==> src/i2cbm_pkg.sv <==
package i2cbm_pkg;

    // Request fields for one bus half-period tick or one transfer request.
    typedef struct packed {
        logic       action;
        logic       is_read;
        logic [7:0] reg_address;
        logic [7:0] byte_count;
        logic [7:0] write_byte;
        logic       sda_in;
    } t_in_item;

    // Result fields: line levels after the tick, data handshake and status.
    typedef struct packed {
        logic       scl;
        logic       sda_drive;
        logic       data_taken;
        logic       read_valid;
        logic [7:0] read_byte;
        logic       read_last;
        logic [2:0] status;
    } t_out_item;

    // Target address after reset.
    localparam logic [6:0] DEV_ADDR_RESET = 7'h68;

    // Status codes.
    localparam logic [2:0] ST_IDLE        = 3'd0;
    localparam logic [2:0] ST_BUSY        = 3'd1;
    localparam logic [2:0] ST_DONE        = 3'd2;
    localparam logic [2:0] ST_NACK_ADDR   = 3'd3;
    localparam logic [2:0] ST_NACK_REG    = 3'd4;
    localparam logic [2:0] ST_NACK_DATA   = 3'd5;
    localparam logic [2:0] ST_NACK_RDADDR = 3'd6;

endpackage

==> src/i2cbm_in_stage.sv <==
module i2cbm_in_stage
    import i2cbm_pkg::*;
(
    input  logic     i_clk,
    input  logic     i_rst_n,
    input  logic     i_in_valid,
    output logic     o_in_stall,
    input  t_in_item i_in_data,
    input  logic     i_take,
    output logic     o_item_valid,
    output t_in_item o_item
);

    logic     r_valid;
    t_in_item r_item;

    // The stage refills whenever it is empty or its request moves on.
    assign o_in_stall   = r_valid && !i_take;
    assign o_item_valid = r_valid;
    assign o_item       = r_item;

    // Valid flag of the held request.
    always_ff @(posedge i_clk) begin
        if (!i_rst_n) begin
            r_valid <= 1'b0;
        end else if (!o_in_stall) begin
            r_valid <= i_in_valid;
        end
    end

    // Payload is captured only on acceptance.
    always_ff @(posedge i_clk) begin
        if (!o_in_stall && i_in_valid) begin
            r_item <= i_in_data;
        end
    end

endmodule

==> src/i2cbm_core.sv <==
module i2cbm_core
    import i2cbm_pkg::*;
(
    input  logic      i_clk,
    input  logic      i_rst_n,
    input  logic [6:0] i_dev_addr,
    input  logic      i_item_valid,
    input  t_in_item  i_item,
    output logic      o_take,
    output logic      o_out_valid,
    input  logic      i_out_stall,
    output t_out_item o_out_data
);

    // Phase codes. Transmit phases are PH_TX + kind * 4 + sub-step.
    localparam logic [4:0] PH_IDLE     = 5'd0;
    localparam logic [4:0] PH_FIN      = 5'd1;
    localparam logic [4:0] PH_TX       = 5'd2;
    localparam logic [4:0] PH_TX_DATA  = 5'd10;
    localparam logic [4:0] PH_TX_LAST  = 5'd17;
    localparam logic [4:0] PH_RS_LO    = 5'd18;
    localparam logic [4:0] PH_RS_HI    = 5'd19;
    localparam logic [4:0] PH_RS_START = 5'd20;
    localparam logic [4:0] PH_RX_LO    = 5'd21;
    localparam logic [4:0] PH_RX_HI    = 5'd22;
    localparam logic [4:0] PH_MA_LO    = 5'd23;
    localparam logic [4:0] PH_MA_HI    = 5'd24;
    localparam logic [4:0] PH_SP_LO    = 5'd25;
    localparam logic [4:0] PH_SP_HI    = 5'd26;
    localparam logic [4:0] PH_SP_END   = 5'd27;

    // Byte kinds within the transmit phases.
    localparam logic [1:0] K_ADDRW = 2'd0;
    localparam logic [1:0] K_REG   = 2'd1;
    localparam logic [1:0] K_DATA  = 2'd2;
    localparam logic [1:0] K_ADDRR = 2'd3;

    // Transmit sub-steps.
    localparam logic [1:0] SUB_BIT_LO = 2'd0;
    localparam logic [1:0] SUB_BIT_HI = 2'd1;
    localparam logic [1:0] SUB_ACK_LO = 2'd2;

    logic [4:0] r_phase,        n_phase;
    logic [3:0] r_bit_index,    n_bit_index;
    logic [7:0] r_shift,        n_shift;
    logic [7:0] r_bytes_left,   n_bytes_left;
    logic [7:0] r_latched_reg,  n_latched_reg;
    logic       r_read_mode,    n_read_mode;
    logic       r_out_valid;
    t_out_item  r_out;

    logic       w_out_free;
    logic       w_step;
    logic       w_is_tx;
    logic [4:0] w_rel;
    logic [1:0] w_kind;
    logic [1:0] w_sub;
    t_out_item  w_out;

    // A request is processed when the result register can take its result.
    assign w_out_free  = !r_out_valid || !i_out_stall;
    assign w_step      = i_item_valid && w_out_free;
    assign o_take      = w_out_free;
    assign o_out_valid = r_out_valid;
    assign o_out_data  = r_out;

    // Decode of the transmit phases.
    assign w_is_tx = (r_phase >= PH_TX) && (r_phase <= PH_TX_LAST);
    assign w_rel   = r_phase - PH_TX;
    assign w_kind  = w_rel[3:2];
    assign w_sub   = w_rel[1:0];

    // Next state and line levels for one tick.
    always_comb begin
        n_phase       = r_phase;
        n_bit_index   = r_bit_index;
        n_shift       = r_shift;
        n_bytes_left  = r_bytes_left;
        n_latched_reg = r_latched_reg;
        n_read_mode   = r_read_mode;
        w_out           = '0;
        w_out.scl       = 1'b1;
        w_out.sda_drive = 1'b1;

        if (w_is_tx) begin
            if (w_sub == SUB_BIT_LO) begin
                w_out.scl       = 1'b0;
                w_out.sda_drive = r_shift[7];
                n_phase         = r_phase + 5'd1;
            end else if (w_sub == SUB_BIT_HI) begin
                w_out.sda_drive = r_shift[7];
                n_shift         = {r_shift[6:0], 1'b0};
                n_bit_index     = r_bit_index + 4'd1;
                if (n_bit_index >= 4'd8) begin
                    n_phase = r_phase + 5'd1;
                end else begin
                    n_phase = r_phase - 5'd1;
                end
            end else if (w_sub == SUB_ACK_LO) begin
                w_out.scl = 1'b0;
                n_phase   = r_phase + 5'd1;
            end else begin
                // Acknowledge sample on the high half of the acknowledge clock.
                if (i_item.sda_in) begin
                    n_phase     = PH_SP_LO;
                    n_shift     = {5'd0, {1'b0, w_kind} + ST_NACK_ADDR};
                    n_bit_index = 4'd0;
                end else if (w_kind == K_ADDRW) begin
                    n_phase     = PH_TX + {1'b0, K_REG, 2'b00};
                    n_shift     = r_latched_reg;
                    n_bit_index = 4'd0;
                end else if (w_kind == K_ADDRR) begin
                    n_phase     = PH_RX_LO;
                    n_bit_index = 4'd0;
                    n_shift     = 8'd0;
                end else if (w_kind == K_REG && r_read_mode) begin
                    n_phase = PH_RS_LO;
                end else if (w_kind == K_DATA && r_bytes_left == 8'd0) begin
                    n_phase     = PH_SP_LO;
                    n_shift     = {5'd0, ST_DONE};
                    n_bit_index = 4'd0;
                end else begin
                    n_phase          = PH_TX_DATA;
                    n_shift          = i_item.write_byte;
                    n_bit_index      = 4'd0;
                    w_out.data_taken = 1'b1;
                    if (r_bytes_left != 8'd0) begin
                        n_bytes_left = r_bytes_left - 8'd1;
                    end
                end
            end
        end else begin
            case (r_phase)
                PH_IDLE, PH_FIN: begin
                    if (i_item.action) begin
                        n_read_mode     = i_item.is_read;
                        n_latched_reg   = i_item.reg_address;
                        n_bytes_left    = (i_item.byte_count == 8'd0) ? 8'd1
                                                                      : i_item.byte_count;
                        n_phase         = PH_TX;
                        n_shift         = {i_dev_addr, 1'b0};
                        n_bit_index     = 4'd0;
                        w_out.sda_drive = 1'b0;
                    end
                end
                PH_RS_LO: begin
                    w_out.scl = 1'b0;
                    n_phase   = PH_RS_HI;
                end
                PH_RS_HI: begin
                    n_phase = PH_RS_START;
                end
                PH_RS_START: begin
                    w_out.sda_drive = 1'b0;
                    n_phase         = PH_TX + {1'b0, K_ADDRR, 2'b00};
                    n_shift         = {i_dev_addr, 1'b1};
                    n_bit_index     = 4'd0;
                end
                PH_RX_LO: begin
                    w_out.scl = 1'b0;
                    n_phase   = PH_RX_HI;
                end
                PH_RX_HI: begin
                    n_shift     = {r_shift[6:0], i_item.sda_in};
                    n_bit_index = r_bit_index + 4'd1;
                    if (n_bit_index >= 4'd8) begin
                        w_out.read_valid = 1'b1;
                        w_out.read_byte  = n_shift;
                        w_out.read_last  = (r_bytes_left <= 8'd1);
                        if (r_bytes_left != 8'd0) begin
                            n_bytes_left = r_bytes_left - 8'd1;
                        end
                        n_phase = PH_MA_LO;
                    end else begin
                        n_phase = PH_RX_LO;
                    end
                end
                PH_MA_LO: begin
                    w_out.scl       = 1'b0;
                    w_out.sda_drive = (r_bytes_left == 8'd0);
                    n_phase         = PH_MA_HI;
                end
                PH_MA_HI: begin
                    w_out.sda_drive = (r_bytes_left == 8'd0);
                    if (r_bytes_left == 8'd0) begin
                        n_phase     = PH_SP_LO;
                        n_shift     = {5'd0, ST_DONE};
                        n_bit_index = 4'd0;
                    end else begin
                        n_phase     = PH_RX_LO;
                        n_bit_index = 4'd0;
                        n_shift     = 8'd0;
                    end
                end
                PH_SP_LO: begin
                    w_out.scl       = 1'b0;
                    w_out.sda_drive = 1'b0;
                    n_phase         = PH_SP_HI;
                end
                PH_SP_HI: begin
                    w_out.sda_drive = 1'b0;
                    n_phase         = PH_SP_END;
                end
                PH_SP_END: begin
                    n_phase = PH_FIN;
                end
                default: begin
                    n_phase = PH_IDLE;
                end
            endcase
        end

        // Status follows the phase the tick leaves behind.
        if (n_phase == PH_IDLE) begin
            w_out.status = ST_IDLE;
        end else if (n_phase == PH_FIN) begin
            w_out.status = n_shift[2:0];
        end else begin
            w_out.status = ST_BUSY;
        end
    end

    // Transfer state advances once per processed request.
    always_ff @(posedge i_clk) begin
        if (!i_rst_n) begin
            r_phase       <= PH_IDLE;
            r_bit_index   <= 4'd0;
            r_shift       <= 8'd0;
            r_bytes_left  <= 8'd0;
            r_latched_reg <= 8'd0;
            r_read_mode   <= 1'b0;
        end else if (w_step) begin
            r_phase       <= n_phase;
            r_bit_index   <= n_bit_index;
            r_shift       <= n_shift;
            r_bytes_left  <= n_bytes_left;
            r_latched_reg <= n_latched_reg;
            r_read_mode   <= n_read_mode;
        end
    end

    // Result register valid flag.
    always_ff @(posedge i_clk) begin
        if (!i_rst_n) begin
            r_out_valid <= 1'b0;
        end else if (w_out_free) begin
            r_out_valid <= i_item_valid;
        end
    end

    // Result payload.
    always_ff @(posedge i_clk) begin
        if (w_step) begin
            r_out <= w_out;
        end
    end

`ifndef SYNTHESIS
    // The bit counter never runs past one byte.
    a_bit_index_range: assert property (@(posedge i_clk) disable iff (!i_rst_n)
        r_bit_index <= 4'd8)
        else $error("bit counter out of range");

    // A taken data byte always starts the data transmit phase.
    a_taken_enters_data: assert property (@(posedge i_clk) disable iff (!i_rst_n)
        (w_step && w_out.data_taken) |=> (r_phase == PH_TX_DATA))
        else $error("data byte taken without entering data phase");

    // Received bytes only appear in a read transfer.
    a_read_only_in_read: assert property (@(posedge i_clk) disable iff (!i_rst_n)
        (w_step && w_out.read_valid) |-> r_read_mode)
        else $error("read byte reported in a write transfer");

    // A plain tick while idle keeps the block idle.
    a_idle_holds: assert property (@(posedge i_clk) disable iff (!i_rst_n)
        (w_step && r_phase == PH_IDLE && !i_item.action) |=> (r_phase == PH_IDLE))
        else $error("idle tick left the idle phase");
`endif

endmodule

==> src/i2c_register_burst_master.sv <==
// A request accepted into the input register passes the tick logic into the result register.
// Throughput: one request per cycle while the output is not stalled; the input register
// and the result register decouple the two channels, and the tick logic between them is one pass.
// Reset: synchronous, active low; the transfer returns to idle, the result register empties,
// and the target address register loads its default.
module i2c_register_burst_master
    import i2cbm_pkg::*;
(
    input  logic       i_clk,
    input  logic       i_rst_n,
    input  logic       i_cfg_we,
    input  logic [6:0] i_cfg_data,
    input  logic       i_in_valid,
    output logic       o_in_stall,
    input  t_in_item   i_in_data,
    output logic       o_out_valid,
    input  logic       i_out_stall,
    output t_out_item  o_out_data
);

    logic [6:0] r_dev_addr;
    logic       w_take;
    logic       w_item_valid;
    t_in_item   w_item;

    // Target address register.
    always_ff @(posedge i_clk) begin
        if (!i_rst_n) begin
            r_dev_addr <= DEV_ADDR_RESET;
        end else if (i_cfg_we) begin
            r_dev_addr <= i_cfg_data;
        end
    end

    // Input register.
    i2cbm_in_stage u_in_stage (
        .i_clk        (i_clk),
        .i_rst_n      (i_rst_n),
        .i_in_valid   (i_in_valid),
        .o_in_stall   (o_in_stall),
        .i_in_data    (i_in_data),
        .i_take       (w_take),
        .o_item_valid (w_item_valid),
        .o_item       (w_item)
    );

    // Bus sequencer and result register.
    i2cbm_core u_core (
        .i_clk        (i_clk),
        .i_rst_n      (i_rst_n),
        .i_dev_addr   (r_dev_addr),
        .i_item_valid (w_item_valid),
        .i_item       (w_item),
        .o_take       (w_take),
        .o_out_valid  (o_out_valid),
        .i_out_stall  (i_out_stall),
        .o_out_data   (o_out_data)
    );

endmodule
==> config.mk <==
export PLATFORM = sky130hd
export DESIGN_NAME = i2c_register_burst_master
export DESIGN_NICKNAME = d
export VERILOG_FILES = /design/src/i2cbm_pkg.sv /design/src/i2cbm_in_stage.sv /design/src/i2cbm_core.sv /design/src/i2c_register_burst_master.sv
export SDC_FILE = /design/constraint.sdc
export NUM_CORES = 1
export LEC_CHECK = 0
export BUFFER_PORTS_ARGS = -buffer_cell sky130_fd_sc_hd__clkbuf_2
export CORE_AREA = 2 2 107 109
export DETAILED_ROUTE_END_ITERATION = 6
export DIE_AREA = 0 0 109 111
export GPL_ROUTABILITY_DRIVEN = 0
export GPL_TIMING_DRIVEN = 0
export HOLD_SLACK_MARGIN = 0.1
export PLACE_DENSITY = 0.78
export SLEW_MARGIN = 20
export SYNTH_ARGS = -nofsm -noshare
export SYNTH_HDL_FRONTEND = slang
export SYNTH_HIERARCHICAL = 1
export SYNTH_SLANG_ARGS = --single-unit
export TNS_END_PERCENT = 20
==> constraint.sdc <==
create_clock -name i_clk -period 3.7 [get_ports i_clk]
set_input_delay 0.185 -clock i_clk [delete_from_list [all_inputs] [get_ports i_clk]]
set_output_delay 0.185 -clock i_clk [all_outputs]
set_load 0.02 [all_outputs]
==> results.sh, run 1 <==
export IMPL_status="finished clean"
export IMPL_clock_fmax_mhz=285.9
export IMPL_cp_end_kind="flip-flop"
export IMPL_power_density_mw_per_mm2=453.4
export IMPL_critPathRequiredTime_ps=3900
export IMPL_yosysUniqueCellTypes=92
export IMPL_largest_register_ffs=27
export IMPL_routed_wl_um=15100
export IMPL_period_share_pct=94.55
export IMPL_clk_pin_slew_worst_paths_ps=70
export IMPL_ctsHoldBuffers=32
export IMPL_io_buffers=55
export IMPL_post_cts_repair_setup_buffers=0
export IMPL_core_area_mm2=0.01108
export IMPL_ir_worst_vdd_mv=0.3334
export IMPL_grt_pass1_vias=4694
export IMPL_drive_above_1_share_pct=21.92
export IMPL_htreeDepth=3
export IMPL_startpoint="u_core/r_phase[3]"
export IMPL_drv_cap=0
export IMPL_postRouteAntennaNets=0
export IMPL_synth_enable_flop_cells=43
export IMPL_final_setup_tns_ps=0
export IMPL_rrSetupSlack_ps=200
export IMPL_ys_flop_type="edfxtp_1"
export IMPL_ys_seq_area_share_pct=41.38
export IMPL_fillers=917
export IMPL_start_util_pct=46.96
export IMPL_final_hold_viol_count=0
export IMPL_finalWorstSetupSlack_ps=201.7
export IMPL_async_flop_share_pct=0
export IMPL_place_inst=729
export IMPL_critPathLaunchType="flip-flop"
export IMPL_grt_pass1_wl_um=23380
export IMPL_period_needed_ps=3498
export IMPL_path_max_fanout=10
export IMPL_cts_resized=0
export IMPL_grt_total_usage_pct=24.72
export IMPL_post_dp_hpwl_um=10240
export IMPL_insertion_delay_ps=340
export IMPL_rsz0062_at_grt="no"
export IMPL_avgSynthCellArea_um2=9.795
export IMPL_clockRootBuffer="clkbuf_16"
export IMPL_grt_max_degree=28
export IMPL_final_cell_count_no_fill=777
export IMPL_cts_sinks=86
export IMPL_r2r_cells=13
export IMPL_avgRoutedWirePerCell_um=19.43
export IMPL_leakage_nw=2.391
export IMPL_relSlewSlack_pct=34.37
export IMPL_synth_top_area_cell="edfxtp_1"
export IMPL_die_h_um=111
export IMPL_power_mw=2.859
export IMPL_tightestPinTransition_ps=978.4
export IMPL_io_pins=57
export IMPL_rows=39
export IMPL_critPathKind="reg -> reg"
export IMPL_clock_skew_final_ps=9.674
export IMPL_dieArea_mm2=0.01210
export IMPL_cts_made_buffers=9
export IMPL_insertedDiodeCount=0
export IMPL_cts_tree="yes"
export IMPL_ys_seq_elements=86
export IMPL_drt_iter0_drc=691
export IMPL_yosysTopAreaCellShare_pct=24.83
export IMPL_die_w_um=109
export IMPL_area_delta_synth_final_pct=21.22
export IMPL_netlist_instances=531
export IMPL_viasPerCell=6.381
export IMPL_syn_cell_area_mm2=0.005201
export IMPL_antenna_found_initial=0
export IMPL_rr_endpoint="u_core/r_bytes_left[2]"
export IMPL_r2r_start="u_core/r_phase[3]"
export IMPL_clockBufferDepth=2
export IMPL_drc=0
export IMPL_setup_viol=0
export IMPL_synth_area_top_cells="edfxtp_1, dfxtp_1, a21oi_1, ha_1, nand2_1"
export IMPL_first_pass_iters=6
export IMPL_post_route_util_pct=56.92
export IMPL_post_place_ws_ps=338.1
export IMPL_syn_num_nets=585
export IMPL_endpoint="u_core/r_bytes_left[2]"
export IMPL_yosys_warnings=6
export IMPL_min_path_type="in -> reg"
export IMPL_via_count=4958
export IMPL_final_max_slew_violation_count=0
export IMPL_grt_overflow_total=0
export IMPL_nets=683
export IMPL_cp_arrival_ps=3700
==> per-stage QoR <==
step	instance area, µm²	hold WS (ps)
after global routing	6305	135.2
final	6305	106.5
after floorplan	5201	246.9
after global placement	5655	361.6
after detailed placement	5663	363.6
after CTS	6305	111.1
==> report_power, final <==
part | internal, mW | switching (mW) | leakage (nW)
Combinational | 0.296 | 0.480 | 1.48
Clock | 0.598 | 0.394 | 0.155
Sequential | 1.06 | 0.0350 | 0.760
==> layout by cell type (no fill, tap or decap), drive strengths merged, types with 5 or more instances in the layout <==
master,netlist,layout
nor2,37,37
a21oi,41,41
a32oi,7,7
o31ai,6,6
o32ai,7,7
a211oi,9,9
and3,6,6
dfxtp,43,43
o21ai,25,25
a31oi,9,9
a21o,7,7
o211ai,7,7
mux2i,15,15
a22o,7,7
o221ai,7,7
buf,27,27
nand2,44,44
nor4b,5,5
nand3,9,9
nor3,17,17
ha,15,15
xnor2,6,6
and2,10,10
edfxtp,43,43
inv,21,23
clkbuf,6,71
nor2b,14,14
dlygate4sd3,0,32
==> critical path: stages (launching register included) <==
cell and delay (ps):
dfxtp_1 310, buf_4 150, buf_2 230, buf_2 280
xor2_1 350, inv_1 140, ha_1 240, a211o_1 360
a311oi_4 410, a22o_1 220, o211ai_2 170, buf_6 230
o21ai_1 180, a21oi_2 70
==> cell usage after synthesis, drive strengths merged, types with 4 or more instances <==
library cell,count
nand2,44
dfxtp,43
edfxtp,43
a21oi,41
nor2,37
buf,27
o21ai,25
inv,21
nor3,17
ha,15
mux2i,15
nor2b,14
and2,10
a211oi,9
a31oi,9
nand3,9
a21o,7
a22o,7
a32oi,7
o211ai,7
o221ai,7
o32ai,7
and3,6
clkbuf,6
o31ai,6
xnor2,6
nor4b,5
a221oi,4
a311oi,4
nand2b,4
nor4,4
o21ba,4
or3,4
==> worst min path at each step <==
stage                   from               endpoint  slack [ps]  depth (start not counted)
6_report       i_cfg_data[0]          r_dev_addr[0]         110                          3
5_1_grt        i_cfg_data[2]          r_dev_addr[2]         140                          3
4_1_cts        i_cfg_data[0]          r_dev_addr[0]         110                          3
3_5_place_dp   i_in_data[19]  u_in_stage/o_item[19]         360                          1
3_3_place_gp   i_in_data[24]  u_in_stage/o_item[24]         360                          1
2_1_floorplan        i_rst_n          r_dev_addr[3]         250                          1
==> cell type report <==
| class | instances | area, µm² | share of cell area [%] |
|---|---|---|---|
| Buffer | 33 | 196.4 | 3.116 |
| Clock inverter | 6 | 92.59 | 1.469 |
| Timing Repair Buffer | 87 | 595.6 | 9.446 |
| Inverter | 24 | 90.09 | 1.429 |
| Tap cell | 143 | 178.9 | 2.838 |
| Clock buffer | 10 | 229.0 | 3.632 |
| Sequential cell | 86 | 2152 | 34.13 |
| Multi-Input combinational cell | 388 | 2770 | 43.94 |
==> per-layer routing <==
layer / vias to the layer above / global-route usage (%) / wire, µm
met5: - / 0 / 0
met4: 0 / 11.62 / 787
met3: 95 / 5.291 / 1479
met2: 370 / 39.96 / 6990
met1: 2287 / 31.17 / 5838
li1: 2206 / - / -
==> cells by family (layout without fill, tap and decap cells) <==
kind of cell    count (synthesis)  count (layout)  share of synthesized area (%)
flops                          86              86                          41.38
compound gates                177             177                          25.91
mux                            17              17                          3.320
simple gates                  170             170                          18.40
xor+xnor                        9               9                          1.876
fa+ha+maj                      15              15                          3.608
buf+inv                        57             160                          5.509
(Power assumes the default switching activity.)
==> inputs of run 2 (changes only) <==
--- a/config.mk
+++ b/config.mk
@@ -6,13 +6,13 @@
 export NUM_CORES = 1
 export LEC_CHECK = 0
 export BUFFER_PORTS_ARGS = -buffer_cell sky130_fd_sc_hd__clkbuf_2
-export CORE_AREA = 2 2 107 109
+export CORE_AREA = 2 2 76 151
 export DETAILED_ROUTE_END_ITERATION = 6
-export DIE_AREA = 0 0 109 111
+export DIE_AREA = 0 0 78 153
 export GPL_ROUTABILITY_DRIVEN = 0
 export GPL_TIMING_DRIVEN = 0
 export HOLD_SLACK_MARGIN = 0.1
-export PLACE_DENSITY = 0.78
+export PLACE_DENSITY = 0.79
 export SLEW_MARGIN = 20
 export SYNTH_ARGS = -nofsm -noshare
 export SYNTH_HDL_FRONTEND = slang
==> run 2 against run 1 <==
  * Design area fell by 0.40%
  * Highest routed layer unchanged
  * Critical path type unchanged
  * Final cell count down 0.51%
  * Critical endpoint is now u_core/r_bytes_left[0]
  * Count of clock-buffer cells in the layout up 2
==> results.sh, run 2 (same netlist as run 1, synthesis figures left out) <==
export IMPL_leakage_nw=2.389
export IMPL_period_needed_ps=3507
export IMPL_clock_skew_final_ps=9.161
export IMPL_insertion_delay_ps=350
export IMPL_final_max_slew_violation_count=0
export IMPL_mostFrequentLayoutCells="clkbuf_2, nand2_1, dfxtp_1, edfxtp_1, a21oi_1"
export IMPL_grt_max_degree=28
export IMPL_htreeDepth=3
export IMPL_drt_iter0_drc=649
export IMPL_die_w_um=78
export IMPL_grt_pass1_wl_um=24720
export IMPL_io_pins=57
export IMPL_status="finished clean"
export IMPL_antenna_found_initial=0
export IMPL_clk_pin_slew_worst_paths_ps=70
export IMPL_drv_cap=0
export IMPL_nets=682
export IMPL_p_switching_uw=907.5
export IMPL_period_share_pct=94.79
export IMPL_grt_total_usage_pct=27.16
export IMPL_cp_slowest_cell="dfxtp_1"
export IMPL_min_path_type="in -> reg"
export IMPL_dieArea_mm2=0.01193
export IMPL_cts_sinks=86
export IMPL_p_int_mw=1.892
export IMPL_post_cts_repair_setup_buffers=0
export IMPL_cp_end_kind="flip-flop"
export IMPL_post_dp_hpwl_um=11560
export IMPL_grt_pass1_vias=4874
export IMPL_cts_made_buffers=9
export IMPL_clockRootBuffer="clkbuf_16"
export IMPL_die_h_um=153
export IMPL_area_delta_synth_final_pct=20.74
export IMPL_placed_area_mm2=0.005659
export IMPL_cts_tree="yes"
export IMPL_critPathKind="reg -> reg"
export IMPL_final_hold_viol_count=0
export IMPL_path_max_fanout=10
export IMPL_pwr_share_clk_pct=33.1
export IMPL_tightestPinTransition_ps=941.0
export IMPL_crit_top_cell="ha_1"
export IMPL_cts_resized=0
export IMPL_viasPerCell=6.342
export IMPL_io_buffers=55
export IMPL_rows=54
export IMPL_slowest_delay_ps=410
export IMPL_relSlewSlack_pct=36.39
export IMPL_final_common_cell="clkbuf_2"
export IMPL_power_frac_comb_pct=27.8
export IMPL_core_area_mm2=0.01081
export IMPL_cp_arrival_ps=3750
export IMPL_via_count=4902
export IMPL_setup_viol=0
export IMPL_drive_above_1_share_pct=22.12
export IMPL_critPathRequiredTime_ps=3940
export IMPL_final_setup_tns_ps=0
export IMPL_power_density_mw_per_mm2=445.8
export IMPL_p_sw_share_pct=32.41
export IMPL_crit_chain="buf_4, inv_2, ha_1, xor2_1, inv_1, ha_1, a211o_1, a311oi_4, a22o_1, o211ai_2, buf_6, o32ai_1"
export IMPL_final_area_mm2=0.006280
export IMPL_insertedDiodeCount=0
export IMPL_sequentialPowerShare_pct=39.1
export IMPL_routed_wl_um=15920
export IMPL_drc=0
export IMPL_ir_worst_vdd_mv=0.5297
export IMPL_critPathLaunchType="flip-flop"
export IMPL_clockBufferDepth=2
export IMPL_start_util_pct=48.11
export IMPL_avgRoutedWirePerCell_um=20.60
export IMPL_postRouteAntennaNets=0
export IMPL_grt_overflow_total=0
export IMPL_first_pass_iters=5
export IMPL_clock_fmax_mhz=285.1
export IMPL_largest_register_ffs=27
export IMPL_rsz0062_at_grt="no"
run 2: critical path, delay by kind of cell, from the launching register on:
| kind | cells | cell delay, ps |
|---|---|---|
| DFF | 1 | 410 |
| buffers and inverters | 4 | 660 |
| xor gates and xnor gates | 1 | 320 |
| AOI/OAI and AO/OA | 5 | 1470 |
| adders and majority gates | 2 | 520 |
run 2: area by class of cell:
type | instances | area, µm²
Inverter | 24 | 90.09
Sequential cell | 86 | 2152
Clock buffer | 12 | 277.8
Multi-Input combinational cell | 388 | 2770
Buffer | 33 | 196.4
Timing Repair Buffer | 86 | 585.6
Clock inverter | 4 | 32.53
Fill cell | 962 | 4531
Tap cell | 140 | 175.2
run 2: stage by stage:
| step | hold slack [ps] | worst slack, ps | instances | util, % | total power, mW |
|---|---|---|---|---|---|
| CTS | 100.7 | 267.6 | 773 | 58.09 | 2.786 |
| floorplan | 246.9 | 870.7 | 531 | - | 1.624 |
| finish | 105.2 | 192.8 | 773 | 58.09 | 2.800 |
| global placement | 361.5 | 395.8 | 726 | 52.28 | 1.810 |
| global route | 103.6 | 27.27 | 773 | 58.09 | 2.907 |
| detailed placement | 363.6 | 298.1 | 726 | 52.35 | 1.830 |
run 2: power by group through the flow:
stage                     registers [mW]  logic [mW]  clock network, mW
final                               1.10       0.779              0.926
after global routing                1.10       0.822              0.987
after CTS                           1.09       0.746              0.947
after detailed placement            1.11       0.716                  0
after global placement              1.11       0.697                  0
after floorplan                     1.12       0.508                  0
run 2: final timing paths:
kind | start | to | slack [ps] | cells past startpoint
hold / removal | i_cfg_data[1] | r_dev_addr[1] | 110 | 3
setup reg to reg | u_core/r_phase[2] | u_core/r_bytes_left[0] | 190 | 12
setup / recovery | u_core/r_phase[2] | u_core/r_bytes_left[0] | 190 | 12
hold reg to reg | u_core/r_latched_reg[1] | u_core/r_latched_reg[1] | 470 | 2
run 2: layer usage:
metal / up-vias / routed length [µm] / track usage, %
met5: - / 0 / 0
met4: 0 / 1526 / 21.22
met3: 125 / 1248 / 6.375
met2: 328 / 8083 / 48.52
met1: 2240 / 5065 / 25.83
li1: 2209 / - / -
run 2: repair_timing:
item                       in CTS  in global routing
hold buffers                   31                  0
hold endpoints to repair       31                  0
setup endpoints to repair       0                  0
